===== src/rtl/core/owm_pkg.sv =====
package owm_pkg;

    localparam int TIMER_WIDTH_DEF = 10;
    localparam int CFG_W           = 10;
    localparam int CFG_IDX_W       = 3;
    localparam int BYTE_W          = 8;
    localparam int BIT_CNT_W       = 3;
    localparam int REST_W          = CFG_W + 2;
    localparam int S_TDATA_W       = 16;
    localparam int M_TDATA_W       = 16;

    localparam logic [BIT_CNT_W-1:0] LAST_BIT = 3'd7;

    // Configuration register indexes
    localparam logic [CFG_IDX_W-1:0] CFG_RESET_LOW     = 3'd0;
    localparam logic [CFG_IDX_W-1:0] CFG_PRESENCE_WAIT = 3'd1;
    localparam logic [CFG_IDX_W-1:0] CFG_PRESENCE_TAIL = 3'd2;
    localparam logic [CFG_IDX_W-1:0] CFG_SHORT_LOW     = 3'd3;
    localparam logic [CFG_IDX_W-1:0] CFG_LONG_LOW      = 3'd4;
    localparam logic [CFG_IDX_W-1:0] CFG_READ_SAMPLE   = 3'd5;
    localparam logic [CFG_IDX_W-1:0] CFG_SLOT_TOTAL    = 3'd6;

    localparam logic [CFG_W-1:0] RESET_LOW_DEF     = 10'd480;
    localparam logic [CFG_W-1:0] PRESENCE_WAIT_DEF = 10'd70;
    localparam logic [CFG_W-1:0] PRESENCE_TAIL_DEF = 10'd410;
    localparam logic [CFG_W-1:0] SHORT_LOW_DEF     = 10'd6;
    localparam logic [CFG_W-1:0] LONG_LOW_DEF      = 10'd60;
    localparam logic [CFG_W-1:0] READ_SAMPLE_DEF   = 10'd9;
    localparam logic [CFG_W-1:0] SLOT_TOTAL_DEF    = 10'd70;

    typedef enum logic [1:0] {
        ACT_TICK  = 2'd0,
        ACT_RESET = 2'd1,
        ACT_WRITE = 2'd2,
        ACT_READ  = 2'd3
    } action_t;

    typedef enum logic [2:0] {
        PH_IDLE      = 3'd0,
        PH_RST_LOW   = 3'd1,
        PH_RST_WAIT  = 3'd2,
        PH_RST_TAIL  = 3'd3,
        PH_SLOT_LOW  = 3'd4,
        PH_SLOT_WAIT = 3'd5,
        PH_SLOT_REST = 3'd6
    } phase_t;

    typedef struct packed {
        logic [CFG_W-1:0] reset_low_us;
        logic [CFG_W-1:0] presence_wait_us;
        logic [CFG_W-1:0] presence_tail_us;
        logic [CFG_W-1:0] short_low_us;
        logic [CFG_W-1:0] long_low_us;
        logic [CFG_W-1:0] read_sample_us;
        logic [CFG_W-1:0] slot_total_us;
    } cfg_t;

    typedef struct packed {
        logic              rejected;
        logic [BYTE_W-1:0] read_data;
        logic              present;
        logic              done_res;
        logic              busy_res;
        logic              drive_low;
    } result_t;

    // A zero duration still lasts one tick.
    function automatic logic [CFG_W-1:0] at_least_one(input logic [CFG_W-1:0] v);
        return (v == '0) ? CFG_W'(1) : v;
    endfunction

endpackage


===== src/rtl/core/owm_cfg_regs.sv =====
module owm_cfg_regs
(
    input  logic                          clk,
    input  logic                          rst_n,
    input  logic                          cfg_valid,
    output logic                          cfg_ready,
    input  logic [owm_pkg::CFG_IDX_W-1:0] cfg_index,
    input  logic [owm_pkg::CFG_W-1:0]     cfg_data,
    output owm_pkg::cfg_t                 cfg
);
    import owm_pkg::*;

    cfg_t cfg_reg;
    cfg_t cfg_next;

    assign cfg_ready = 1'b1;
    assign cfg      = cfg_reg;

    always_comb
    begin
        cfg_next = cfg_reg;
        if (cfg_valid)
        begin
            case (cfg_index)
                CFG_RESET_LOW:     cfg_next.reset_low_us     = cfg_data;
                CFG_PRESENCE_WAIT: cfg_next.presence_wait_us = cfg_data;
                CFG_PRESENCE_TAIL: cfg_next.presence_tail_us = cfg_data;
                CFG_SHORT_LOW:     cfg_next.short_low_us     = cfg_data;
                CFG_LONG_LOW:      cfg_next.long_low_us      = cfg_data;
                CFG_READ_SAMPLE:   cfg_next.read_sample_us   = cfg_data;
                CFG_SLOT_TOTAL:    cfg_next.slot_total_us    = cfg_data;
                default:           cfg_next = cfg_reg;
            endcase
        end
    end

    always_ff @(posedge clk or negedge rst_n)
    begin
        if (!rst_n)
        begin
            cfg_reg.reset_low_us     <= RESET_LOW_DEF;
            cfg_reg.presence_wait_us <= PRESENCE_WAIT_DEF;
            cfg_reg.presence_tail_us <= PRESENCE_TAIL_DEF;
            cfg_reg.short_low_us     <= SHORT_LOW_DEF;
            cfg_reg.long_low_us      <= LONG_LOW_DEF;
            cfg_reg.read_sample_us   <= READ_SAMPLE_DEF;
            cfg_reg.slot_total_us    <= SLOT_TOTAL_DEF;
        end
        else
        begin
            cfg_reg <= cfg_next;
        end
    end

endmodule


===== src/rtl/core/owm_engine.sv =====
module owm_engine
#(
    parameter int TIMER_WIDTH = owm_pkg::TIMER_WIDTH_DEF
)
(
    input  logic                       clk,
    input  logic                       rst_n,
    input  logic                       fire,
    input  owm_pkg::action_t           action,
    input  logic [owm_pkg::BYTE_W-1:0] data_byte,
    input  logic                       line_level,
    input  owm_pkg::cfg_t              cfg,
    output owm_pkg::result_t           result
);
    import owm_pkg::*;

    localparam int CW = (TIMER_WIDTH > CFG_W) ? TIMER_WIDTH : CFG_W;

    phase_t                 phase_reg,  phase_next;
    action_t                op_reg,     op_next;
    logic [TIMER_WIDTH-1:0] cnt_reg,    cnt_next;
    logic [BYTE_W-1:0]      shift_reg,  shift_next;
    logic [BIT_CNT_W-1:0]   bits_reg,   bits_next;
    logic                   pres_reg,   pres_next;
    logic                   drive_reg,  drive_next;

    logic [TIMER_WIDTH-1:0] cnt_inc;
    logic [CFG_W-1:0]       low_len;
    logic [CFG_W-1:0]       rest_a;
    logic [CFG_W-1:0]       rest_b;
    logic [REST_W-1:0]      rest_diff;
    logic                   rest_zero;
    logic [CFG_W-1:0]       thr;
    logic                   reached;
    logic                   end_slot;
    logic                   fin;
    logic                   rej;

    assign cnt_inc = cnt_reg + TIMER_WIDTH'(1);

    // Low pulse: long only for a write of a zero bit
    assign low_len = (op_reg == ACT_WRITE && !shift_reg[0]) ? at_least_one(cfg.long_low_us)
                                                            : at_least_one(cfg.short_low_us);

    // Slot remainder after low pulse (and sample wait for reads), floored at zero
    always_comb
    begin
        if (op_reg == ACT_READ)
        begin
            rest_a = at_least_one(cfg.short_low_us);
            rest_b = at_least_one(cfg.read_sample_us);
        end
        else
        begin
            rest_a = low_len;
            rest_b = '0;
        end
    end

    assign rest_diff = REST_W'(cfg.slot_total_us) - REST_W'(rest_a) - REST_W'(rest_b);
    assign rest_zero = rest_diff[REST_W-1] || (rest_diff == '0);

    always_comb
    begin
        case (phase_reg)
            PH_RST_LOW:   thr = at_least_one(cfg.reset_low_us);
            PH_RST_WAIT:  thr = at_least_one(cfg.presence_wait_us);
            PH_RST_TAIL:  thr = at_least_one(cfg.presence_tail_us);
            PH_SLOT_LOW:  thr = low_len;
            PH_SLOT_WAIT: thr = at_least_one(cfg.read_sample_us);
            PH_SLOT_REST: thr = rest_zero ? '0 : rest_diff[CFG_W-1:0];
            default:      thr = '0;
        endcase
    end

    assign reached = CW'(cnt_inc) >= CW'(thr);

    // Next state
    always_comb
    begin
        phase_next = phase_reg;
        op_next    = op_reg;
        cnt_next   = cnt_reg;
        shift_next = shift_reg;
        bits_next  = bits_reg;
        pres_next  = pres_reg;
        drive_next = drive_reg;
        end_slot   = 1'b0;
        fin        = 1'b0;
        rej        = 1'b0;
        if (fire)
        begin
            if (action != ACT_TICK)
            begin
                if (phase_reg != PH_IDLE)
                begin
                    rej = 1'b1;
                end
                else
                begin
                    op_next    = action;
                    cnt_next   = '0;
                    bits_next  = '0;
                    drive_next = 1'b1;
                    if (action == ACT_RESET)
                    begin
                        phase_next = PH_RST_LOW;
                    end
                    else
                    begin
                        shift_next = (action == ACT_WRITE) ? data_byte : '0;
                        phase_next = PH_SLOT_LOW;
                    end
                end
            end
            else if (phase_reg != PH_IDLE)
            begin
                cnt_next = cnt_inc;
                case (phase_reg)
                    PH_RST_LOW:
                    begin
                        if (reached)
                        begin
                            cnt_next   = '0;
                            drive_next = 1'b0;
                            phase_next = PH_RST_WAIT;
                        end
                    end
                    PH_RST_WAIT:
                    begin
                        if (reached)
                        begin
                            pres_next  = ~line_level;
                            cnt_next   = '0;
                            phase_next = PH_RST_TAIL;
                        end
                    end
                    PH_RST_TAIL:
                    begin
                        if (reached)
                        begin
                            cnt_next   = '0;
                            phase_next = PH_IDLE;
                            fin        = 1'b1;
                        end
                    end
                    PH_SLOT_LOW:
                    begin
                        if (reached)
                        begin
                            cnt_next   = '0;
                            drive_next = 1'b0;
                            if (op_reg == ACT_READ)
                                phase_next = PH_SLOT_WAIT;
                            else if (rest_zero)
                                end_slot = 1'b1;
                            else
                                phase_next = PH_SLOT_REST;
                        end
                    end
                    PH_SLOT_WAIT:
                    begin
                        if (reached)
                        begin
                            shift_next = {line_level, shift_reg[BYTE_W-1:1]};
                            cnt_next   = '0;
                            if (rest_zero)
                                end_slot = 1'b1;
                            else
                                phase_next = PH_SLOT_REST;
                        end
                    end
                    PH_SLOT_REST:
                    begin
                        if (reached)
                            end_slot = 1'b1;
                    end
                    default:
                    begin
                        phase_next = PH_IDLE;
                        drive_next = 1'b0;
                        cnt_next   = '0;
                    end
                endcase

                if (end_slot)
                begin
                    if (op_reg == ACT_WRITE)
                        shift_next = shift_reg >> 1;
                    cnt_next = '0;
                    if (bits_reg == LAST_BIT)
                    begin
                        phase_next = PH_IDLE;
                        drive_next = 1'b0;
                        fin        = 1'b1;
                    end
                    else
                    begin
                        bits_next  = bits_reg + BIT_CNT_W'(1);
                        drive_next = 1'b1;
                        phase_next = PH_SLOT_LOW;
                    end
                end
            end
        end
    end

    // Result of this item
    always_comb
    begin
        result.drive_low = drive_next;
        result.busy_res  = (phase_next != PH_IDLE);
        result.done_res  = fin;
        result.present   = pres_next;
        result.read_data = (fin && op_reg == ACT_READ) ? shift_next : '0;
        result.rejected  = rej;
    end

    always_ff @(posedge clk or negedge rst_n)
    begin
        if (!rst_n)
        begin
            phase_reg <= PH_IDLE;
            op_reg    <= ACT_TICK;
            cnt_reg   <= '0;
            shift_reg <= '0;
            bits_reg  <= '0;
            pres_reg  <= 1'b0;
            drive_reg <= 1'b0;
        end
        else
        begin
            phase_reg <= phase_next;
            op_reg    <= op_next;
            cnt_reg   <= cnt_next;
            shift_reg <= shift_next;
            bits_reg  <= bits_next;
            pres_reg  <= pres_next;
            drive_reg <= drive_next;
        end
    end

endmodule


===== src/rtl/core/one_wire_bus_master.sv =====
// Channel  Direction  Handshake                 Content
// s_*      in         s_tvalid / s_tready       tick or command item
// m_*      out        m_tvalid / m_tready       one result item per input item
// cfg_*    in         cfg_valid / cfg_ready     timing register write
//
// Throughput is one item per clock while m_tready does not stall the result; the
// state update for an item is a single counter compare and phase step in owm_engine.
// An item passes through the input register, then the result register.
// A stalled m_tready holds the result; the input register still takes one more
// item, then s_tready drops until the result is taken.
// Reset puts the sequencer in idle and loads the default timings; no clearing pass.
module one_wire_bus_master
#(
    parameter int TIMER_WIDTH = owm_pkg::TIMER_WIDTH_DEF
)
(
    input  logic                          clk,
    input  logic                          rst_n,
    input  logic                          s_tvalid,
    output logic                          s_tready,
    input  logic [owm_pkg::S_TDATA_W-1:0] s_tdata,   // data_byte[7:0], line_level[8], zero
    input  logic [1:0]                    s_tuser,   // action[1:0]
    output logic                          m_tvalid,
    input  logic                          m_tready,
    // drive_low[0], busy_res[1], done_res[2], present[3], read_data[11:4],
    // rejected[12], zero
    output logic [owm_pkg::M_TDATA_W-1:0] m_tdata,
    input  logic                          cfg_valid,
    output logic                          cfg_ready,
    input  logic [owm_pkg::CFG_IDX_W-1:0] cfg_index,
    input  logic [owm_pkg::CFG_W-1:0]     cfg_data
);
    import owm_pkg::*;

    logic              in_valid_reg,  in_valid_next;
    action_t           in_action_reg;
    logic [BYTE_W-1:0] in_data_reg;
    logic              in_level_reg;
    logic              out_valid_reg, out_valid_next;
    result_t           out_res_reg;

    cfg_t    cfg;
    result_t result;
    logic    fire;

    assign fire     = in_valid_reg && (!out_valid_reg || m_tready);
    assign s_tready = !in_valid_reg || fire;

    always_comb
    begin
        if (s_tvalid && s_tready)
            in_valid_next = 1'b1;
        else if (fire)
            in_valid_next = 1'b0;
        else
            in_valid_next = in_valid_reg;

        if (fire)
            out_valid_next = 1'b1;
        else if (m_tready)
            out_valid_next = 1'b0;
        else
            out_valid_next = out_valid_reg;
    end

    owm_cfg_regs u_cfg
    (
        .clk       (clk),
        .rst_n     (rst_n),
        .cfg_valid (cfg_valid),
        .cfg_ready (cfg_ready),
        .cfg_index (cfg_index),
        .cfg_data  (cfg_data),
        .cfg       (cfg)
    );

    owm_engine #(.TIMER_WIDTH(TIMER_WIDTH)) u_engine
    (
        .clk        (clk),
        .rst_n      (rst_n),
        .fire       (fire),
        .action     (in_action_reg),
        .data_byte  (in_data_reg),
        .line_level (in_level_reg),
        .cfg        (cfg),
        .result     (result)
    );

    always_ff @(posedge clk or negedge rst_n)
    begin
        if (!rst_n)
        begin
            in_valid_reg  <= 1'b0;
            out_valid_reg <= 1'b0;
        end
        else
        begin
            in_valid_reg  <= in_valid_next;
            out_valid_reg <= out_valid_next;
        end
    end

    always_ff @(posedge clk)
    begin
        if (s_tvalid && s_tready)
        begin
            in_action_reg <= action_t'(s_tuser);
            in_data_reg   <= s_tdata[BYTE_W-1:0];
            in_level_reg  <= s_tdata[BYTE_W];
        end
        if (fire)
            out_res_reg <= result;
    end

    assign m_tvalid = out_valid_reg;
    assign m_tdata  = M_TDATA_W'(out_res_reg);

endmodule


===== config.mk =====
export PLATFORM = sky130hd
export DESIGN_NAME = one_wire_bus_master
export DESIGN_NICKNAME = d
export VERILOG_FILES = /design/src/rtl/core/owm_pkg.sv /design/src/rtl/core/owm_cfg_regs.sv /design/src/rtl/core/owm_engine.sv /design/src/rtl/core/one_wire_bus_master.sv
export SDC_FILE = /design/constraint.sdc
export NUM_CORES = 1
export LEC_CHECK = 0
export BUFFER_PORTS_ARGS = -buffer_cell sky130_fd_sc_hd__buf_2
export CORE_MARGIN = 1.5
export CORE_UTILIZATION = 40
export CTS_BUF_LIST = sky130_fd_sc_hd__clkbuf_16
export DETAILED_ROUTE_END_ITERATION = 10
export PLACE_DENSITY = 0.69
export REMOVE_ABC_BUFFERS = 1
export SLEW_MARGIN = 20
export SYNTH_ARGS = -nofsm -noshare
export SYNTH_HDL_FRONTEND = slang
export SYNTH_SLANG_ARGS = --single-unit

===== constraint.sdc =====
create_clock -name clk -period 8.2 [get_ports clk]
set_input_delay 0.41 -clock clk [delete_from_list [all_inputs] [get_ports clk]]
set_output_delay 0.41 -clock clk [all_outputs]
set_load 0.05 [all_outputs]

; Word level (Yosys, flattened, before mapping)
; Cells that the tools add are included.
; Widths: inputs -> output; s select.
[word_totals]
regBits = 124
output_inout_bits = 19
wordCells = 169
[op_classes]
n_addsub = 4
n_lt_le_gt_ge = 1
n_eq_ne = 19
mux = 80
bitwise_logic = 2
n_reduce_logical = 38
[op_table]
columns = cell, count
row1 = $mux 10, 15
row2 = $mux 8, 10
row3 = $logic_not 10->1, 6
row4 = $pmux 10 s6, 1
row5 = $mux 3, 19
row6 = $mux 1, 31
row7 = $eq 3x3->1 const B, 7
row8 = $pmux 10 s2, 1
row9 = $pmux 3 s6, 1
row10 = $reduce_and 2->1, 7
row11 = $eq 3x2->1 const B, 4
row12 = $logic_not 12->1, 1
row13 = $sub 12x10->12, 1
row14 = $sub 10x10->11, 1
row15 = $add 10x1->10 const B, 1
row16 = $ge 10x10->1, 1
row17 = $reduce_bool 2->1, 5
row18 = $eq 2x2->1 const B, 3
row19 = $eq 3x1->1 const B, 2
row20 = $reduce_and 3->1, 2
row21 = $reduce_bool 3->1, 2
row22 = $reduce_and 5->1, 1
row23 = $reduce_or 5->1, 1
row24 = $logic_and 1x1->1, 4
row25 = other kinds (12), 17

; Depth between registers and ports, before layout
[logic_depth]
word_depth = 21
depth_mapped = 35

; Cells and area by module
; From an unflattened synthesis, not the netlist that was laid out.
[unflattened]
hier_cells = 713
hier_area_um2 = 7543.5
[modules_own_cells]
columns = mod, n_inst, cells_per_inst, area_per_inst_um2, seq_area_each_um2
row1 = owm_engine, 1, 521, 3865.0, 700.7
row2 = owm_cfg_regs, 1, 156, 2827.7, 1780.5
row3 = one_wire_bus_master, 1, 36, 850.8, 770.7

; Least setup slack after synthesis
; OpenSTA, ideal clock, no wires.
[synth_timing]
path_type = flip-flop to flip-flop
startpoint = register u_engine.op_reg[0]
endpoint = register out_res_reg (netlist bit m_tdata[10]) (data pin)
t_arrival_ns = 7.508
required_time_ns = 8.054
path_slack_ns = 0.546
stages_incl_launch_ff = 33
path_buffers = 1
path_cell_list = dfrtp_1 nand2b_1 clkbuf_1 nor2_1 mux2i_1 ha_1 nor2b_1 o21ai_0 a21boi_0 o21ai_0 a21boi_0 o21ai_0 a21boi_0 nor4_1 a311o_1 ha_1 o21a_1 o21ai_0 or4_1 or4_4 o21ai_0 nor2_1 a221oi_1 ha_1 a21o_1 a21o_1 a21oi_1 o21ai_0 o211ai_1 o22ai_1 nor3_1 a211oi_1 a21oi_1
[synth_between]
elab_chain_cells = 21
[synth_lines]
columns = element, line_no
row1 = "start, declared", owm_engine.sv:20  ; action_t op_reg, op_next;
row2 = "start signal, assigned", owm_engine.sv:234  ; op_reg <= op_next;
row3 = $eq 2x2->1, "owm_engine.sv:42, owm_engine.sv:188"
row4 = $logic_and 1x1->1, owm_engine.sv:42  ; assign low_len = (op_reg == ACT_WRITE && !shift_reg[0]) ? at_least_one(cfg.long_low_us)
row5 = $mux 10, owm_engine.sv:42
row6 = $mux 10, owm_engine.sv:48  ; if (op_reg == ACT_READ)
row7 = $sub 10x10->11, owm_engine.sv:60  ; assign rest_diff = REST_W'(cfg.slot_total_us) - REST_W'(rest_a) - REST_W'(rest_b);
row8 = $sub 12x10->12, owm_engine.sv:60
row9 = $logic_not 12->1, owm_engine.sv:61  ; assign rest_zero = rest_diff[REST_W-1] || (rest_diff == '0);
row10 = $logic_or 1x1->1, owm_engine.sv:61
row11 = [... 5 more ...], -
row12 = $mux 1, owm_engine.sv:116  ; else if (phase_reg != PH_IDLE)
row13 = $mux 1, owm_engine.sv:93  ; if (action != ACT_TICK)
row14 = $mux 1, owm_engine.sv:91  ; if (fire)
row15 = $mux 1, owm_engine.sv:186  ; if (end_slot)
row16 = $mux 1, owm_engine.sv:116
row17 = $mux 1, owm_engine.sv:93
row18 = $mux 1, owm_engine.sv:91
row19 = $logic_and 1x1->1, owm_engine.sv:215  ; result.read_data = (fin && op_reg == ACT_READ) ? shift_next : '0;
row20 = "end signal, assigned", one_wire_bus_master.sv:112  ; out_res_reg <= result;
row21 = "end, declared", one_wire_bus_master.sv:40  ; result_t out_res_reg;
; Parallel ways exist; a longest one is shown, timed or not. The select of a mux whose other input is x is not followed.
; A chain may end at the register's enable or synchronous reset.

; Worst setup path in the final report
[layout_timing]
startpoint = register u_engine.op_reg[0]
endpoint = register out_res_reg (netlist bit m_tdata[9]) (data pin)
; The elaborated chain is that of the path after synthesis.

==> flow_summary.ini <==
[floorplanning]
start_util_pct = 41.3
fp.dieW_um = 137
floorplan.rows = 48
coreArea_um2 = 17500
die_h_um = 137
num_io_pins = 55
die_area_um2 = 18900

[grt]
track_usage_pct = 19.5
grt-busiest-layer = met2
grt_overflow = 0
grt_max_degree = 59
grt_first_pass_wirelength_um = 28100
met3_usage_pct = 4.19
antenna_found_initial = 0
grt_pass1_vias = 5485
use_met1_pct = 26.3
grt_use_met2_pct = 30.9

[finish]
layout_commonest_cell = nand2_1
largest_reg_flops = 70
nets = 832
num_antenna_cells = 0
final_util_pct = 47.7
drive_gt1_share_pct = 25.7
multi_input_area_um2 = 3800
syn2layout_area_growth_pct = 15.3
final-seq-area_um2 = 3250
fillCellCount = 1613
stdcell_count = 999
most-common-layout-cells = 92 x nand2_1, 77 x dfrtp_1, 72 x mux2_2

[critical_path]
reg2reg_depth = 33
path_class = flip-flop to flip-flop
cp_max_fo = 10
worstSetupStartpoint = u_engine.op_reg[0]
crit_end = m_tdata[9]
worst_setup_path_start_kind = flip-flop
max_stage_delay_ns = 0.51
required_ns = 8.35
regToRegStartpoint = u_engine.op_reg[0]
endpoint_kind = flip-flop
arrival_ns = 7.95
rrSetupSlack_ns = 0.40
r2r-end = m_tdata[9]
crit_top_cell = o21ai_0
cp_slowest_cell = or4_1

[job]
drv_cap = 0

[clock_tree]
cts_tree = built
cts_buffers = 17
cts_root_buffer = clkbuf_16
clockBufferDepth = 2
insertion_delay_ns = 0.42
path_clk_slew_ns = 0.06
cts.sinks = 124
cts_max_level = 4

[placed_design]
port_buffers = 43
place_congestion = 0.943
dp.cells = 962
place_ws_ns = 0.194
dp_hpwl_um = 12500

[sta]
worst_slack_ns = 0.400
worstMarginPinSlew_ns = 0.909
max-slew-margin-rel_pct = 38.9
finalHoldViolations = 0
max_freq_mhz = 128
finalCriticalPeriod_ns = 7.80
setup_viol = 0
drv_slew = 0
clock_skew_ns = 0.00999
hold_slack_ns = 0.169
fin_crit_sh_pct = 95.1

[routing]
firstDrtPassIters = 7
num_vias = 5687
wirelength_um = 17200
wl_per_cell_um = 17.2
drtAntennaViolNets = 0
drt_iter0_drc = 582
drc = 0
viasPerCell = 5.69

[synth]
syn_avg_cell_area_um2 = 10.2
synth_edf_count = 24
async_reset_ff_share_pct = 80.6
synth_area_leaders = dfrtp_1 27%, mux2_2 11%, edfxtp_1 10%, dfstp_2 8.4%, ha_1 5.7%
ys_seq_elements = 124
synth_top_area_cell = dfrtp_1
yosysTopAreaCellShare_pct = 26.7
syn-cell-area_um2 = 7230
ys_seq_area_share_pct = 45.0
synth_warnings = 0
netlist-cell-type-count = 66
syn_inst = 710
ys.flop_type = dfrtp_1

[hold_path]
worstHoldPathType = primary input to flip-flop

[pwr]
leakagePower_nw = 3.47
swShare_pct = 40.7
intPower_mw = 1.79
max-vdd-ir-drop_mv = 0.206
combinationalPowerShare_pct = 45.0
power_density_nw_per_um2 = 363
seqPwrFrac_pct = 30.9
switching_power_mw = 1.23
clockPowerShare_pct = 24.1

[status]
status = finished, final reports clean
-- cells by family (layout without fill, tap and decap cells) --
logic type	Yosys count	count (layout)	share of synthesized area (%)
simple gates	225	225	14.7
buf+inv	50	112	2.82
other cells	2	4	0.104
compound gates	168	168	15.5
flops	124	124	45.0
fa+ha+maj	35	35	6.27
mux	87	87	13.3
xor+xnor	19	19	2.30
-- per-stage QoR --
stage	area [um^2]	power (mW)	setup TNS, ns
after floorplan	7110	1.89	0
after global placement	7690	2.20	0
after detailed placement	7690	2.23	0
after CTS	8270	2.98	0
after global routing	8330	3.24	-0.0661
final	8330	3.02	0
-- power groups by stage --
stage	combinational [mW]	clock (mW)	sequential, mW
2_1_floorplan	0.980	0	0.911
3_3_place_gp	1.27	0	0.935
3_5_place_dp	1.29	0	0.938
4_1_cts	1.31	0.743	0.929
5_1_grt	1.51	0.772	0.956
6_report	1.36	0.729	0.934
-- synthesized netlist by cell type (all sizes together), types with 3 or more instances --
| library cell | instances |
|---|---|
| o21ai | 45 |
| a21oi | 36 |
| xor2 | 6 |
| a21o | 9 |
| nand3 | 15 |
| or4 | 4 |
| nand4 | 4 |
| dfstp | 23 |
| a31oi | 10 |
| ha | 33 |
| edfxtp | 24 |
| nand2 | 92 |
| and2 | 4 |
| o21bai | 3 |
| nor4 | 8 |
| clkbuf | 22 |
| o21a | 3 |
| a211oi | 4 |
| a221oi | 7 |
| nor3b | 4 |
| inv | 21 |
| nor2b | 6 |
| nor3 | 16 |
| a22o | 7 |
| xnor2 | 13 |
| a222oi | 5 |
| a21boi | 3 |
| buf | 7 |
| dfrtp | 77 |
| o211ai | 4 |
| mux2i | 15 |
| nor2 | 44 |
| a22oi | 10 |
| nand4b | 3 |
| nand2b | 14 |
| mux2 | 72 |
| and3 | 5 |
| or2 | 3 |
-- per-layer routing --
metal	wire, um	share of wire (%)
met1	7720	45
met2	8200	48
met3	940	5.5
met4	336	2.0
met5	0	0
-- how the worst min path moves through the flow --
stage,start,endpoint,slack [ns],cells after the start
after detailed placement,rst_n,u_cfg.cfg[30],0.44,1
final,s_tuser[1],in_action_reg[1],0.17,1
after global routing,s_tuser[1],in_action_reg[1],0.15,1
after floorplan,rst_n,in_valid_reg,0.11,0
after CTS,s_tdata[7],in_data_reg[7],0.15,1
after global placement,rst_n,u_cfg.cfg[20],0.44,1
-- cell type report --
class	instances	area share, %
clock buffer	17	5.11
clock inverter	15	1.79
inverter	21	0.946
multi-input combinational	538	45.7
sequential	124	39.0
tap	225	3.38
timing repair buffer	59	4.09
-- what timing repair did --
action | 4_1_cts | 5_1_grt
hold endpoints to repair | 12 | 0
buffers inserted | 0 | 4
hold buffers | 1 | 0
endpoints found under the setup margin | 0 | 36
gates resized for setup | 0 | 10
-- worst max-delay path, delay by kind of cell, from the launching register on --
family                     cells  cell delay, ns
buffers and inverters          1            0.18
AOI/OAI and AO/OA             20            3.87
adders and majority gates      3            0.88
and+or+nand+nor                9            2.19
DFF                            1            0.40
Power figures use the tool's default switching activity.
